[src/tvd_ram.sv]
// generic simple dual-port ram, one write and one registered read port
// no dependencies
module tvd_ram #(
	parameter int WIDTH = 8,
	parameter int DEPTH = 256,
	parameter int AW    = $clog2(DEPTH)
) (
	input  logic             clk,
	input  logic             we,
	input  logic [AW-1:0]    waddr,
	input  logic [WIDTH-1:0] wdata,
	input  logic [AW-1:0]    raddr,
	output logic [WIDTH-1:0] rdata
);

	logic [WIDTH-1:0] mem_q [DEPTH];
	logic [WIDTH-1:0] rd_q;

	always_ff @(posedge clk) begin
		if (we) begin
			mem_q[waddr] <= wdata;
		end
		rd_q <= mem_q[raddr];
	end

	assign rdata = rd_q;

endmodule

[config.mk]
export PLATFORM = sky130hd
export DESIGN_NAME = tvd_ram
export DESIGN_NICKNAME = d
export VERILOG_FILES = /design/src/tvd_ram.sv
export SDC_FILE = /design/constraint.sdc
export NUM_CORES = 2
export LEC_CHECK = 0
export BUFFER_PORTS_ARGS = -buffer_cell sky130_fd_sc_hd__clkbuf_2
export CAP_MARGIN = 20
export CORE_MARGIN = 2
export CORE_UTILIZATION = 60
export CTS_CLUSTER_DIAMETER = 50
export DETAILED_ROUTE_END_ITERATION = 10
export MAX_ROUTING_LAYER = met4
export PLACE_DENSITY = 0.87
export RECOVER_POWER = 50
export SKIP_CTS_REPAIR_TIMING = 1
export SLEW_MARGIN = 20
export SYNTH_ARGS = -nofsm -noshare
export SYNTH_HDL_FRONTEND = slang
export SYNTH_SLANG_ARGS = --single-unit
[constraint.sdc]
create_clock -name clk -period 6.24 [get_ports clk]
set_clock_uncertainty 0.05 [all_clocks]
set_input_delay 0.624 -clock clk [delete_from_list [all_inputs] [get_ports clk]]
set_output_delay 0.624 -clock clk [all_outputs]
set_load 0.01 [all_outputs]
==> summary.txt <==
status - finished, violations left
failing checks - capacitance limit, slew limit
Critical Path End Type - flop
placed insts - 5365
max-cap violations - 12
DRT Pass-1 Iters - 7
chip width - 368 µm
Syn Std Cell Area - 79600 µm²
Distinct cells, synth - 55
Compound-Gate Fraction of Synth Area - 3.42%
Final Critical Period - 5.01 ns
crit start category - primary input
CP Launch Point - wdata[4]
ys flop type - edfxtp_1
Crit Path Max Fanout - 165
total CTS buffers - 188
post-DP HPWL - 115000 µm
most common cell after layout, fill and taps aside - edfxtp_1
Pleak - 0.0268 µW
EDFF count, synth - 2048
crit-path leading delay family - buffers and inverters
GRT Util Overall - 33.9%
drt total wl - 221000 µm
Cell Pwr Density - 325 nW/µm²
Synth Area in Adders - 0%
R2R Path End - rdata[6]
IO buf count - 33
Remaining Overflow, GRT - 0
Buf/Inv on CP - 2
via count - 42800
Die Y - 368 µm
initial antenna violation count - 12
Mean Syn Cell Area - 21.3 µm²
reg2reg path depth - 6
worst reg2reg path startpoint - mem_q[233][6]
Fin Setup TNS - 0 ns
CTS Buffer Depth - 3
layout cell share with drive strength beyond 1 - 21.3%
sequential share of the synthesized area - 77.5%
worst skew pair latency - 0.84 ns
routability cong. - 0.895
RSZ-0062 raised after global routing - no
Synth Net Count - 3759
CP Class - primary input to flop
vias in the first global route - 42900
global-route wire length before repair - 315000 µm
post-synthesis simple-gate area fraction - 2.63%
Post-route DRC - 0
io pins - 34
max incr delay on CP - 2.61 ns
full die area - 136000 µm²
Final Hold Viols - 0
Hold EP - mem_q[230][1]
Core ar. - 131000 µm²
fmax - 200 MHz
CTS root buf - clkbuf_16
Worst Max-Slew Pin Slew - 5.03 ns
initial core utilization - 60.5%
Synth warnings - 0
Critical Path, Cell by Cell - clkbuf_2 -> clkbuf_2
CP arrival - 5.26 ns
fin. max-slew vios - 1077
Hold Path Class - primary input to flop
largest net degree at the start of global routing - 166
antenna-violating nets left - 0
DRT iter0 DRCs - 8529
via density per instance - 7.48
Slew headroom - -235%
asr flop ratio synth - 0%
hold depth - 1
post-synthesis xor/xnor area fraction - 0%
Final Cycle Share - 80.3%
Syn-to-layout area delta - 9.85%
Core Rows - 133
NumNets Final - 3826
drt wl/cell - 38.7 µm
post-route insts no fill - 5721
clock slew at reported path FFs - 0.06 ns
endpoints failing setup - 0
Worst VDD drop - 327 µV
# H-tree levels - 4
Hold Startpoint - wdata[1]
CTS Sinks - 2056
multiplexer share of the synthesized area - 14.6%
register-to-register setup slack - 3.03 ns
TritonCTS clock tree - done
CP max-delay cell - clkbuf_2
CP required - 6.49 ns
synthesized instance count - 3733
main combinational cell family by area after synthesis - multiplexers
register bit total from synthesis - 2056
Worst path most repeated cell - clkbuf_2
most frequent cells in the layout - edfxtp_1, mux4_2, nor2_1, clkbuf_16, mux2i_1
==> through the flow <==
step | hold WS, ns | setup WS, ns | instance area, µm² | utilization (%) | total power, µW
after detailed placement | 0.971 | 1.74 | 81300 | 61.9 | 16800
after global placement | 0.906 | 1.66 | 81300 | 61.8 | 16800
final | 0.438 | 1.23 | 87400 | 66.5 | 28400
after global routing | 0.499 | 1.13 | 87400 | 66.5 | 28800
after floorplan | 0.673 | 3.63 | 79600 | - | 16300
after CTS | 0.345 | 2.41 | 87400 | 66.5 | 28300
==> synthesized netlist by cell type (all sizes together), types with 6 or more instances <==
cell type  number  area, µm²
a211oi         16        120
a21oi          96        480
a221oi         14        129
a22o            8       70.1
a22oi         133        998
and2            6       37.5
buf           122       1030
clkbuf        111        417
dfxtp           8        160
edfxtp       2048      61500
mux2i         134       1340
mux4          456      10300
nand2          33        124
nand2b          8       50.1
nand3          34        170
nand4          10       62.6
nor2          282       1060
nor2b          31        194
nor3           22        110
nor4           27        188
o211ai         10       75.1
o21ai          12       60.1
o221ai         47        418
o22ai          28        175
==> routing by layer <==
layer  vias up  routed length [µm]  GRT usage, %
met5         -                   0             -
met4         0               16300          19.3
met3      1064               32100          9.51
met2      4523              105000          51.6
met1     21400               67800          41.4
li1      15800                   -             -
==> final cells by class <==
type	count	area, µm²
clock inverters	95	1010
flip-flops and latches	2056	61700
multi-input cells	1442	16500
inverters	2	7.51
well taps	1755	2200
clock buffers	243	5090
fillers	7403	44100
repair buffers	110	877
diodes	18	45.0
==> sequential cells by signal (all words and copies together) (netlist names) <==
name / count
mem_q: 2048
rdata: 8
==> worst max-delay path by stage <==
stage,end,slack [ns],depth (start not counted)
4_1_cts,rdata[6],2.41,9
3_5_place_dp,rdata[6],1.74,9
3_3_place_gp,rdata[1],1.66,8
6_report,mem_q[12][4],1.23,2
5_1_grt,mem_q[25][4],1.13,2
2_1_floorplan,rdata[2],3.63,9
==> power by group <==
part           switching, µW  total, µW  leakage [µW]  internal (µW)
sequential              40.7      15300        0.0185          15200
combinational            959       1390       0.00531            435
clock                   5170      11700       0.00297           6540
total                   6170      28400        0.0268          22200
==> logic make-up (layout without fill, tap and decap cells) <==
| family | after synthesis | after routing |
|---|---|---|
| other | 0 | 18 |
| DFF | 2056 | 2056 |
| muxes | 591 | 591 |
| AOI/OAI and AO/OA | 385 | 385 |
| buffers and inverters | 235 | 450 |
| and+or+nand+nor | 466 | 466 |
Note: power is estimated with default switching activity, not from simulation.
