===== src/tvd_pkg.sv =====
// shared types, codes and constants of the 8-state trellis viterbi decoder
// no dependencies; imported by every module of the block but tvd_ram
package tvd_pkg;

	localparam int RING_SLOTS     = 16;
	localparam int STATES         = 8;
	localparam int SURV_DEPTH     = RING_SLOTS * STATES;
	localparam int SURV_AW        = $clog2(SURV_DEPTH);
	localparam int RING_AW        = $clog2(RING_SLOTS);
	localparam int POINT_COUNT    = 256;
	localparam int POINT_AW       = $clog2(POINT_COUNT);
	localparam int REGION_ENTRIES = 512;
	localparam int REGION_AW      = $clog2(REGION_ENTRIES);
	localparam int BOUND_ENTRIES  = 512;
	localparam int BOUND_AW       = $clog2(BOUND_ENTRIES);

	// operation codes of an input word
	localparam logic [1:0] OP_DECODE    = 2'd0;
	localparam logic [1:0] OP_WR_POINT  = 2'd1;
	localparam logic [1:0] OP_WR_REGION = 2'd2;
	localparam logic [1:0] OP_WR_BOUND  = 2'd3;

	// configuration register indexes
	localparam logic [2:0] CFG_ROTATION  = 3'd0;
	localparam logic [2:0] CFG_GRID      = 3'd1;
	localparam logic [2:0] CFG_MASK      = 3'd2;
	localparam logic [2:0] CFG_QSHIFT    = 3'd3;
	localparam logic [2:0] CFG_TB_DEPTH  = 3'd4;

	// rotation modes
	localparam logic [1:0] ROT_QUARTER = 2'd1;
	localparam logic [1:0] ROT_HALF    = 2'd3;

	localparam logic [15:0] LEAK_COEF  = 16'h799a;
	localparam logic [15:0] BM_SCALE   = 16'h0666;
	localparam logic [16:0] CELL_ROUND = 17'h00400;

	// quadrant offsets into the bound table
	localparam logic [4:0] QOFF_PP = 5'h00;
	localparam logic [4:0] QOFF_NP = 5'h08;
	localparam logic [4:0] QOFF_NN = 5'h10;
	localparam logic [4:0] QOFF_PN = 5'h18;

	typedef enum logic [2:0] {
		ST_IDLE,
		ST_REGION,
		ST_BASE,
		ST_BRANCH,
		ST_DRAIN,
		ST_ACS,
		ST_TRACE,
		ST_EMIT
	} tvd_state_t;

	typedef struct packed {
		logic [2:0]          k;
		logic [POINT_AW-1:0] p;
	} dist_tag_t;

	typedef struct packed {
		logic [2:0]  st;
		logic [15:0] sym;
	} surv_word_t;

	// differential decode, index is {previous quadrant, quadrant}
	function automatic logic [1:0] diff_decode(input logic [3:0] idx);
		logic [1:0] r;
		case (idx)
			4'd0:  r = 2'd0;
			4'd1:  r = 2'd1;
			4'd2:  r = 2'd2;
			4'd3:  r = 2'd3;
			4'd4:  r = 2'd1;
			4'd5:  r = 2'd0;
			4'd6:  r = 2'd3;
			4'd7:  r = 2'd2;
			4'd8:  r = 2'd3;
			4'd9:  r = 2'd2;
			4'd10: r = 2'd0;
			4'd11: r = 2'd1;
			4'd12: r = 2'd2;
			4'd13: r = 2'd3;
			4'd14: r = 2'd1;
			4'd15: r = 2'd0;
			default: r = 2'd0;
		endcase
		return r;
	endfunction

endpackage


===== src/tvd_dist.sv =====
// three-stage scaled squared-distance pipeline for branch metrics
// depends on tvd_pkg
module tvd_dist (
	input  logic                clk,
	input  logic                arst_n,
	input  logic                in_valid,
	input  tvd_pkg::dist_tag_t  in_tag,
	input  logic signed [15:0]  rx_i,
	input  logic signed [15:0]  rx_q,
	input  logic [31:0]         coord,
	output logic                out_valid,
	output tvd_pkg::dist_tag_t  out_tag,
	output logic [15:0]         bm
);
	import tvd_pkg::*;

	logic               v_s1, v_s2, v_s3;
	dist_tag_t          tag_s1, tag_s2, tag_s3;
	logic signed [15:0] di_s1, dq_s1;
	logic signed [31:0] sqi_s2, sqq_s2;
	logic [15:0]        bm_s3;
	logic [31:0]        sum;
	logic [31:0]        scaled;

	always_comb begin
		sum    = 32'(sqi_s2) + 32'(sqq_s2);
		scaled = 32'(sum[31:16]) * 32'(BM_SCALE);
	end

	always_ff @(posedge clk or negedge arst_n) begin
		if (!arst_n) begin
			v_s1 <= 1'b0;
			v_s2 <= 1'b0;
			v_s3 <= 1'b0;
		end else begin
			v_s1 <= in_valid;
			v_s2 <= v_s1;
			v_s3 <= v_s2;
		end
	end

	always_ff @(posedge clk) begin
		tag_s1 <= in_tag;
		di_s1  <= rx_i - $signed(coord[31:16]);
		dq_s1  <= rx_q - $signed(coord[15:0]);
		tag_s2 <= tag_s1;
		sqi_s2 <= di_s1 * di_s1;
		sqq_s2 <= dq_s1 * dq_s1;
		tag_s3 <= tag_s2;
		bm_s3  <= scaled[27:12];
	end

	assign out_valid = v_s3;
	assign out_tag   = tag_s3;
	assign bm        = bm_s3;

endmodule


===== config.mk =====
export PLATFORM = sky130hd
export DESIGN_NAME = tvd_dist
export DESIGN_NICKNAME = d
export VERILOG_FILES = /design/src/tvd_pkg.sv /design/src/tvd_dist.sv
export SDC_FILE = /design/constraint.sdc
export NUM_CORES = 2
export LEC_CHECK = 0
export BUFFER_PORTS_ARGS = -buffer_cell sky130_fd_sc_hd__buf_4
export CAP_MARGIN = 30
export CORE_ASPECT_RATIO = 0.9
export CORE_MARGIN = 10
export CORE_UTILIZATION = 59
export DETAILED_ROUTE_END_ITERATION = 12
export GPL_TIMING_DRIVEN = 0
export PLACE_DENSITY = 0.8
export SYNTH_ARGS = -nofsm -noshare
export SYNTH_HDL_FRONTEND = slang
export SYNTH_SLANG_ARGS = --single-unit

===== constraint.sdc =====
create_clock -name clk -period 6.3 [get_ports clk]
set_input_delay 1.26 -clock clk [delete_from_list [all_inputs] [get_ports clk]]
set_output_delay 1.26 -clock clk [all_outputs]
set_load 0.01 [all_outputs]

==> flow_metrics.py <==
metrics = {
    "finish": {
        "fillers": 2932,
        "areaGrowthSynthToFinish_pct": 18.8,
        "multi_input_comb_area_mm2": 0.0210,
        "n_antenna_cell": 0,
        "post_route_cells_drive_above_1_share": 0.190,
        "seqCellArea_mm2": 0.00300,
        "layoutNonFillerInstCount": 3458,
        "fin_nets": 3798,
    },
    "global_route": {
        "grt.overflow.total": 0,
        "antenna_found_initial": 1,
        "grt.total_usage": 0.233,
        "grt_pass1_wl_mm": 98.0,
        "grt_start_max_net_pins": 17,
        "grt_pass1_vias": 20500,
    },
    "status": {
        "failed_checks": "setup timing",
        "outcome": "finished with violations",
    },
    "synth": {
        "synth_nets": 3546,
        "syn_inst": 2638,
        "synth-seq-cells": 143,
        "synthesis.area_mm2": 0.0255,
        "synth_edf_count": 0,
        "synth_ff_type": "dfxtp_1",
        "seq_area_frac_synth": 0.113,
        "avgSynthCellArea_um2": 9.66,
        "synth_cell_type_count": 79,
        "synthArstFlopShare": 0.0210,
        "yosys_warnings": 0,
    },
    "place": {
        "dp_hpwl_mm": 46.2,
        "dp_cells": 3299,
        "place.gp.congestion": 0.951,
        "port_buffers": 104,
    },
    "sta": {
        "worst_pin_slew_ns": 0.846,
        "finalSetupViolCount": 14,
        "layout_min_cycle_time_ns": 6.80,
        "rsz0062_at_grt": "yes",
        "period_share": 1.08,
        "hold_ws_ns": 0.324,
        "fin_ws_ns": -0.497,
        "finalHoldViolations": 0,
        "max_freq_ghz": 0.147,
        "clock-skew-final_ns": 0.00874,
        "slew_headroom": 0.436,
        "tns_ns": -3.78,
        "drv_slew": 0,
    },
    "routing": {
        "routedWlPerCell_um": 17.6,
        "drtPass1Iterations": 5,
        "antenna_left": 0,
        "viasPerCell": 5.40,
        "vias": 18700,
        "wl_met3_mm": 3.47,
        "route.detailed.drc": 0,
        "top_layer": "met4",
        "drt_wl_total_mm": 60.9,
        "drt-initial-drc-count": 1089,
        "met2WireLength_mm": 32.1,
        "wl_met1_mm": 24.0,
    },
    "clock_network": {
        "tritoncts": "yes",
        "cts_buffers": 17,
        "cts_sinks": 143,
        "htreeDepth": 4,
        "insertion_delay_ns": 0.45,
        "path_clk_slew_ns": 0.07,
        "cts_hold_buf": 0,
        "clk_path_buf_depth": 2,
        "cts_root_buf": "clkbuf_16",
    },
    "min_path": {
        "hp-class": "reg2reg",
        "whs_path_depth": 0,
    },
    "floorplanning": {
        "floorplan.die.width_um": 239,
        "ios": 106,
        "rows": 72,
        "initial_core_util": 0.595,
        "die_y_um": 217,
        "dieArea_mm2": 0.0519,
        "core_mm2": 0.0429,
    },
    "critical_path": {
        "arrival_ns": 7.13,
        "rr_worst_depth": 30,
        "worstPathRequired_ns": 6.64,
        "end_kind": "flop",
        "slowest_delay_ns": 0.56,
        "critical_path.top_delay_family": "adder cells",
        "path_depth": 30,
        "crit_slowest_cell": "fa_1",
        "crit_type": "reg2reg",
        "cp_common_cell": "buf_4",
        "start_kind": "flop",
        "crit_fanout": 4,
        "timing.critical_path.buf_inv": 10,
    },
    "run": {
        "maxCapViolations": 0,
    },
}
## layout make-up
class / count / area share
plain buffers: 35 / 0.0164
clock buffers: 17 / 0.0140
clock inverters: 15 / 0.00537
inverters: 710 / 0.0885
multi-input cells: 1742 / 0.692
flip-flops and latches: 143 / 0.0990
well taps: 555 / 0.0229
repair buffers: 241 / 0.0615
## cells in the final DEF, fill, tap and decap left out, drive strengths merged, types with 8 or more instances in the layout
cell / Yosys / layout
a21oi: 71 / 71
nand2: 173 / 173
buf: 2 / 263
nor2b: 21 / 21
o21bai: 11 / 11
xor2: 44 / 44
a21o: 41 / 41
a31o: 8 / 8
xnor2: 91 / 91
a21boi: 15 / 15
nand3: 25 / 25
nand4: 9 / 9
clkbuf: 41 / 30
a211oi: 12 / 12
dfxtp: 140 / 140
o21ai: 42 / 42
o21a: 13 / 13
inv: 709 / 717
nor2: 121 / 121
and3: 8 / 8
or2: 9 / 9
nand2b: 27 / 27
nor3: 18 / 18
and2: 94 / 94
ha: 308 / 308
fa: 522 / 522
## metal layers
layer	track usage	up-vias
met1	0.294	9552
met2	0.411	519
met5	0	-
li1	-	8475
met3	0.0361	119
met4	0.0624	0
## repair_timing
action                     in CTS  in global routing
setup buffers                  70                 66
resized for setup             270                152
setup endpoints to repair      45                 27
gates cloned                    0                  0
pin swaps                      64                105
## metrics by stage
step | area, um^2 | utilization | setup slack [ns]
3_5_place_dp | 27000 | 0.630 | -1.27
4_1_cts | 29300 | 0.684 | -0.182
6_report | 30300 | 0.706 | -0.497
2_1_floorplan | 25500 | - | -0.0266
5_1_grt | 30300 | 0.706 | -0.627
3_3_place_gp | 27000 | 0.630 | -1.08
## worst paths after layout
kind | from | endpoint | slack [ns]
worst max-delay path | sqi_s2[15] | bm[7] | -0.50
worst min-delay path | tag_s1[3] | tag_s2[3] | 0.32
worst max register to register | sqi_s2[15] | bm[7] | -0.50
worst min register to register | tag_s1[3] | tag_s2[3] | 0.32
max in group asynchronous | arst_n | out_valid | 5.62
min in group asynchronous | arst_n | v_s1 | 0.59
## synthesized netlist by cell type, types with 18 or more instances
cell,instances,share of area
nand2b_1,27,0.0066
ha_1,308,0.15
nand2_1,172,0.025
nand3_1,25,0.0049
clkbuf_1,41,0.0060
a21o_1,41,0.012
o21ai_0,37,0.0073
and2_1,94,0.023
xor2_1,43,0.015
inv_1,708,0.10
nor3_1,18,0.0035
xnor2_1,91,0.031
dfxtp_1,140,0.11
nor2_1,120,0.018
fa_1,522,0.41
nor2b_1,21,0.0052
a21oi_1,69,0.014
## registers in the layout (all words and copies together), names as in the netlist
| signal | flops |
|---|---|
| out_valid | 1 |
| v_s2 | 1 |
| bm | 15 |
| out_tag | 11 |
| sqq_s2 | 30 |
| sqi_s2 | 30 |
| tag_s1 | 11 |
| dq_s1 | 16 |
| tag_s2 | 11 |
| di_s1 | 16 |
| v_s1 | 1 |
## kinds of logic after synthesis
logic type,Yosys count,synth area share
XOR/XNOR,135,0.0471
adder cells (fa/ha/maj),830,0.561
multiplexers,4,0.00167
AO/OA/AOI/OAI,252,0.0679
AND/OR/NAND/NOR,520,0.0982
other,1,0.000147
buffers and inverters,753,0.111
flip-flops,143,0.113
Power is not shown: default switching activity piles up to over one toggle a cycle in this logic, so the estimate is an artifact.
