### src/tvd_pkg.sv
// shared types, codes and constants of the 8-state trellis viterbi decoder
// no dependencies; imported by every module of the block but tvd_ram
package tvd_pkg;

	localparam int RING_SLOTS     = 16;
	localparam int STATES         = 8;
	localparam int SURV_DEPTH     = RING_SLOTS * STATES;
	localparam int SURV_AW        = $clog2(SURV_DEPTH);
	localparam int RING_AW        = $clog2(RING_SLOTS);
	localparam int POINT_COUNT    = 256;
	localparam int POINT_AW       = $clog2(POINT_COUNT);
	localparam int REGION_ENTRIES = 512;
	localparam int REGION_AW      = $clog2(REGION_ENTRIES);
	localparam int BOUND_ENTRIES  = 512;
	localparam int BOUND_AW       = $clog2(BOUND_ENTRIES);

	// operation codes of an input word
	localparam logic [1:0] OP_DECODE    = 2'd0;
	localparam logic [1:0] OP_WR_POINT  = 2'd1;
	localparam logic [1:0] OP_WR_REGION = 2'd2;
	localparam logic [1:0] OP_WR_BOUND  = 2'd3;

	// configuration register indexes
	localparam logic [2:0] CFG_ROTATION  = 3'd0;
	localparam logic [2:0] CFG_GRID      = 3'd1;
	localparam logic [2:0] CFG_MASK      = 3'd2;
	localparam logic [2:0] CFG_QSHIFT    = 3'd3;
	localparam logic [2:0] CFG_TB_DEPTH  = 3'd4;

	// rotation modes
	localparam logic [1:0] ROT_QUARTER = 2'd1;
	localparam logic [1:0] ROT_HALF    = 2'd3;

	localparam logic [15:0] LEAK_COEF  = 16'h799a;
	localparam logic [15:0] BM_SCALE   = 16'h0666;
	localparam logic [16:0] CELL_ROUND = 17'h00400;

	// quadrant offsets into the bound table
	localparam logic [4:0] QOFF_PP = 5'h00;
	localparam logic [4:0] QOFF_NP = 5'h08;
	localparam logic [4:0] QOFF_NN = 5'h10;
	localparam logic [4:0] QOFF_PN = 5'h18;

	typedef enum logic [2:0] {
		ST_IDLE,
		ST_REGION,
		ST_BASE,
		ST_BRANCH,
		ST_DRAIN,
		ST_ACS,
		ST_TRACE,
		ST_EMIT
	} tvd_state_t;

	typedef struct packed {
		logic [2:0]          k;
		logic [POINT_AW-1:0] p;
	} dist_tag_t;

	typedef struct packed {
		logic [2:0]  st;
		logic [15:0] sym;
	} surv_word_t;

	// differential decode, index is {previous quadrant, quadrant}
	function automatic logic [1:0] diff_decode(input logic [3:0] idx);
		logic [1:0] r;
		case (idx)
			4'd0:  r = 2'd0;
			4'd1:  r = 2'd1;
			4'd2:  r = 2'd2;
			4'd3:  r = 2'd3;
			4'd4:  r = 2'd1;
			4'd5:  r = 2'd0;
			4'd6:  r = 2'd3;
			4'd7:  r = 2'd2;
			4'd8:  r = 2'd3;
			4'd9:  r = 2'd2;
			4'd10: r = 2'd0;
			4'd11: r = 2'd1;
			4'd12: r = 2'd2;
			4'd13: r = 2'd3;
			4'd14: r = 2'd1;
			4'd15: r = 2'd0;
			default: r = 2'd0;
		endcase
		return r;
	endfunction

endpackage

### src/tvd_surv_mem.sv
// survivor ring memory with per-entry valid bits, reads zero until written
// depends on tvd_pkg
module tvd_surv_mem (
	input  logic                         clk,
	input  logic                         arst_n,
	input  logic                         we,
	input  logic [tvd_pkg::SURV_AW-1:0]  waddr,
	input  tvd_pkg::surv_word_t          wdata,
	input  logic [tvd_pkg::SURV_AW-1:0]  raddr,
	output tvd_pkg::surv_word_t          rdata
);
	import tvd_pkg::*;

	surv_word_t            mem_q [SURV_DEPTH];
	logic [SURV_DEPTH-1:0] valid_q;
	surv_word_t            rd_q;
	logic                  rd_ok_q;

	always_ff @(posedge clk or negedge arst_n) begin
		if (!arst_n) begin
			valid_q <= '0;
			rd_ok_q <= 1'b0;
		end else begin
			if (we) begin
				valid_q[waddr] <= 1'b1;
			end
			rd_ok_q <= valid_q[raddr];
		end
	end

	always_ff @(posedge clk) begin
		if (we) begin
			mem_q[waddr] <= wdata;
		end
		rd_q <= mem_q[raddr];
	end

	assign rdata = rd_ok_q ? rd_q : '0;

endmodule

### config.mk
export PLATFORM = sky130hd
export DESIGN_NAME = tvd_surv_mem
export DESIGN_NICKNAME = d
export VERILOG_FILES = /design/src/tvd_pkg.sv /design/src/tvd_surv_mem.sv
export SDC_FILE = /design/constraint.sdc
export NUM_CORES = 2
export LEC_CHECK = 0
export BUFFER_PORTS_ARGS = -buffer_cell sky130_fd_sc_hd__buf_4
export CAP_MARGIN = 20
export CELL_PAD_IN_SITES_DETAIL_PLACEMENT = 2
export CELL_PAD_IN_SITES_GLOBAL_PLACEMENT = 2
export CORE_MARGIN = 4
export CORE_UTILIZATION = 50
export CTS_CLUSTER_SIZE = 25
export DETAILED_ROUTE_END_ITERATION = 10
export GPL_TIMING_DRIVEN = 0
export PLACE_DENSITY = 0.8
export SKIP_LAST_GASP = 1
export SYNTH_ARGS = -nofsm -noshare
export SYNTH_HDL_FRONTEND = slang
export SYNTH_SLANG_ARGS = --single-unit
### constraint.sdc
create_clock -name clk -period 2.9 [get_ports clk]
set_clock_uncertainty 0.1 [all_clocks]
set_input_delay 0.435 -clock clk [delete_from_list [all_inputs] [get_ports clk]]
set_output_delay 0.435 -clock clk [all_outputs]
set_load 0.02 [all_outputs]
==> results by stage <==
Outcome:
- The run finished, with violations left.
- The checks that failed: setup timing.

Clock tree:
- The clock tree synthesis step divided the H-tree into 5 levels.
- Counting every sink on the clock net gives 2580.
- The clock passes through at most 4 buffers.
- The later pin in the worst-skew pair is clocked with a latency of 1020 ps.
- Clock-pin slew was measured on the worst setup and hold paths at 60 ps.
- In this run, CTS created clock tree buffers numbering 285.
- The TritonCTS clock tree is yes.
- The CTS root buffer is sky130_fd_sc_hd__clkbuf_16.

Drt:
- For this block, the via count after detailed routing is 56300.
- The DRC marker count from the first detailed-route iteration is 11810.
- In the final routed layout, each cell accounts on average for 56.16 µm.
- The number of nets with antenna violations after routing is 0.
- For this run, the detailed router's first-pass iteration total came to 6.
- Wires add up to 412100 µm.
- The DRC violations left is 0.
- The detailed-route vias per instance is 7.673.

Die:
- The area of the die is 0.2040 mm².
- From left edge to right edge, the die measures 451.6 µm.
- 55 I/O pins were placed.
- The die height is 451.6 µm.
- The site row count is 162.
- For this configuration, the core starts out at a cell density of 50.36%.
- The area of the core region is 0.1954 mm².

Synthesis:
- Summing the areas of all and, or, nand and nor instances in the mapped netlist gives 1.216% of the synthesized area.
- The number of synthesized register bits is 2580.
- In the synthesized netlist, the number of instances is 3979.
- A synthesized cell averages 24.73 µm².
- The xor/xnor share of the synthesized area is 0%.
- Ranked by total cell area, the synthesized netlist is headed by sky130_fd_sc_hd__edfxtp_1 74%, sky130_fd_sc_hd__mux4_2 19%, sky130_fd_sc_hd__dfrtp_1 3.3%, sky130_fd_sc_hd__nor2_1 0.50%, sky130_fd_sc_hd__o21bai_1 0.50%.
- The post-synth design cell area is 0.09841 mm².
- Of all cell types, the one taking the most synthesized area is sky130_fd_sc_hd__edfxtp_1.
- The adder-cell share of the synthesized area is 0%.
- The share of flip-flops with an asynchronous set or reset after synthesis is 5.000%.
- The area share of the leading cell type in the synthesized netlist is 74.21%.
- The post-synthesis net count is 4015.
- The fraction of the mapped netlist area in compound gates is 0.4959%.
- By count the netlist is led by 2432 x sky130_fd_sc_hd__edfxtp_1, 840 x sky130_fd_sc_hd__mux4_2, 131 x sky130_fd_sc_hd__nor2_1.
- The yosys synthesis warning count is 0.
- The most frequent cell after synthesis is sky130_fd_sc_hd__edfxtp_1.
- The number of distinct standard cells referenced by the synthesized netlist is 21.
- Sequential cells were found to cover 77.88% of the synthesized design area.
- By area, the combinational part of the netlist is dominated by multiplexers.
- The most instantiated flip-flop cell in the synthesis netlist is sky130_fd_sc_hd__edfxtp_1.
- Yosys mapped a number of flops with a built-in enable equal to 2432.
- In the synthesized netlist, mux cells make up 19.45% of the area.

Layout:
- Relative to the synthesized area, the layout overhead comes to 17.04%.
- Measured on the finished design, the core utilization comes to 58.95%.
- The final layout contains 4520 nets.
- The share of cells above drive strength 1 is 38.77%.
- Excluding fillers, the count of instances in the completed layout stands at 7337.

Place:
- Buffers placed on the I/O ports in this run total 45.
- Once placement completed, the tool counted placed cells totaling 6800.
- Summed over all nets, the half-perimeter wirelength after detailed placement is 221100 µm.
- At the end of routability-driven placement, the weighted congestion stood at 0.8819.

Flow run:
- The max-capacitance violation count is 0.

Setup path:
- On the worst path, the slowest cell contributes a delay of 1000 ps.
- The signal arrival time at the worst endpoint is 3830 ps.
- The buffers plus inverters on the worst setup path is 4.
- The largest individual stage delay along the critical path comes from the cell sky130_fd_sc_hd__nor2_2.
- The instance count on the critical path is 6.
- STA classifies the critical path endpoint as a flip-flop.
- The worst setup path is launched from an input pin.
- Traced cell by cell, the critical path runs through buf_4 > clkbuf_1 > nand3_1 > clkbuf_2 > nor2_2 > buf_16.
- Along the worst path, the maximum fanout reaches 11.
- The path depth of the worst reg2reg path is 4.
- The data required time of the critical path is 3460 ps.
- The worst setup path is of the in2reg kind.
- Grouping stages by cell kind, the critical path spends the most delay in simple AND/OR/NAND/NOR gates.

STA:
- The worst pin sits at a relative slew slack of 9.980%.
- The number of max-slew violations in the final report is 0.
- Once routing completed, OpenROAD measured the worst setup slack at -369.1 ps.
- The setup-violating endpoint count in the final report is 911.
- The final critical-path required period is 3269 ps.
- The maximum frequency from static timing analysis is 305.9 MHz.
- The final critical path takes up 112.7% of the cycle.
- In the final timing run, aggregate negative setup slack is -109080 ps.
- The slew at the pin closest to its max-slew limit is 1350 ps.
- The number of hold-slack violations in the final timing report is 0.
- Setup repair after global routing could not meet its margin everywhere.

Global routing:
- The global routing usage summed across all routing layers is 38.50%.
- The met1 capacity usage during global routing is 51.97%.
- For met3 alone, demand over resource in global routing was 10.18%.
- Global routing finished with a remaining overflow of 0.
- The via count of the first global-routing pass was 54140.
- The global-route track usage on met2 is 58.22%.
- The number of antenna violations at the first check in global routing was 68.
- In this run the most used layer during global routing was met2.
- The first global-routing pass estimated 528000 µm of wire.
- The maximum number of pins on one net before global-route repair is 81.

Power and ir drop:
- The part of the total power dissipated in combinational logic is 6.6%.
- For this design the static power due to leakage is 36.73 nW.
- IR analysis of the VDD net gives a maximum drop of 0.6924 mV.
- The power dissipated by switching net loads is 21.68 mW.
- The share of total power consumed by net switching is 25.40%.
- The power per unit of standard cell area is 741.1 mW/mm².
- The clock network is responsible for 44.7% of the overall power.
- The cell internal power dissipation is 63.68 mW.
- The share of total power dissipated in sequential elements is 48.7%.

Min path:
- The path class of the tightest hold or removal check is in2async.
[power by group through the flow]
| stage | clock network (mW) | registers (mW) | logic [mW] |
|---|---|---|---|
| 2_1_floorplan | 0 | 42.0 | 2.42 |
| 3_3_place_gp | 0 | 42.1 | 4.39 |
| 3_5_place_dp | 0 | 42.2 | 5.01 |
| 4_1_cts | 36.8 | 41.5 | 5.26 |
| 5_1_grt | 39.6 | 41.5 | 5.59 |
| 6_report | 38.1 | 41.6 | 5.66 |
[worst paths after layout]
check / endpoint / slack, ps / startpoint
worst max register to register: rd_q[0] / -170 / mem_q[64][0]
worst max-delay path: mem_q[57][17] / -370 / waddr[0]
max in group asynchronous: valid_q[17] / 1740 / arst_n
worst min-delay path: valid_q[99] / 4 / arst_n
min in group clk: mem_q[114][14] / 10 / wdata[14]
worst min register to register: valid_q[88] / 390 / valid_q[88]
[per-layer routing]
layer / part of all wire (%) / vias up
met5: 0.10 / -
met4: 6.9 / 52
met3: 14 / 1351
met2: 46 / 6459
met1: 34 / 30280
li1: - / 18160
[through the flow]
| step | setup slack, ps | hold WS, ps | power [mW] | instance area (µm²) |
|---|---|---|---|---|
| floorplan | -12.81 | 39.41 | 44.46 | 98640 |
| global placement | -2709 | 345.6 | 46.51 | 102300 |
| detailed placement | -1988 | 351.5 | 47.23 | 105500 |
| CTS | -114.5 | 2.108 | 83.60 | 114900 |
| global route | -249.3 | 18.13 | 86.67 | 115100 |
| finish | -369.1 | 4.161 | 85.36 | 115200 |
[cells by family after synthesis]
| group | Yosys count |
|---|---|
| DFF | 2580 |
| muxes | 860 |
| and+or+nand+nor | 249 |
| buffers and inverters | 225 |
| AOI/OAI and AO/OA | 65 |
[cell type report]
type / instances / area [µm²]
fillers: 15310 / 80220
flip-flops and latches: 2580 / 76640
multi-input cells: 1174 / 21430
clock buffers: 368 / 7926
repair buffers: 220 / 3483
well taps: 2624 / 3283
plain buffers: 218 / 1395
clock inverters: 117 / 924.6
diodes: 31 / 77.57
inverters: 5 / 18.77
[state kept, by name (all words and copies together) (netlist names)]
register  count
rd_q         19
valid_q     128
mem_q      2432
rd_ok_q       1
[layout by cell type, fill, tap and decap left out, types with 15 or more instances in the layout]
cell                        instances
sky130_fd_sc_hd__clkbuf_1         102
sky130_fd_sc_hd__clkbuf_2          48
sky130_fd_sc_hd__clkbuf_8          33
sky130_fd_sc_hd__buf_8            107
sky130_fd_sc_hd__clkinv_2          45
sky130_fd_sc_hd__diode_2           31
sky130_fd_sc_hd__mux4_2           840
sky130_fd_sc_hd__edfxtp_1        2432
sky130_fd_sc_hd__bufinv_16         15
sky130_fd_sc_hd__dfrtp_1          128
sky130_fd_sc_hd__buf_6             15
sky130_fd_sc_hd__buf_2             16
sky130_fd_sc_hd__and2_1            19
sky130_fd_sc_hd__o21bai_1          65
sky130_fd_sc_hd__nor2_2            73
sky130_fd_sc_hd__buf_4            110
sky130_fd_sc_hd__or2_2             63
sky130_fd_sc_hd__clkbuf_16        295
sky130_fd_sc_hd__dfxtp_1           19
sky130_fd_sc_hd__nor2_4            55
sky130_fd_sc_hd__mux2_2            19
sky130_fd_sc_hd__clkinv_1          49
sky130_fd_sc_hd__buf_16            48
[what timing repair did]
item,in CTS,in global routing
pin swaps,4,1
cloned,0,0
resized for setup,97,49
setup buffers,5,5
endpoints found under the setup margin,1227,560
endpoints found under the hold margin,218,3
hold buffers,10,1
Power figures use the tool's default switching activity.
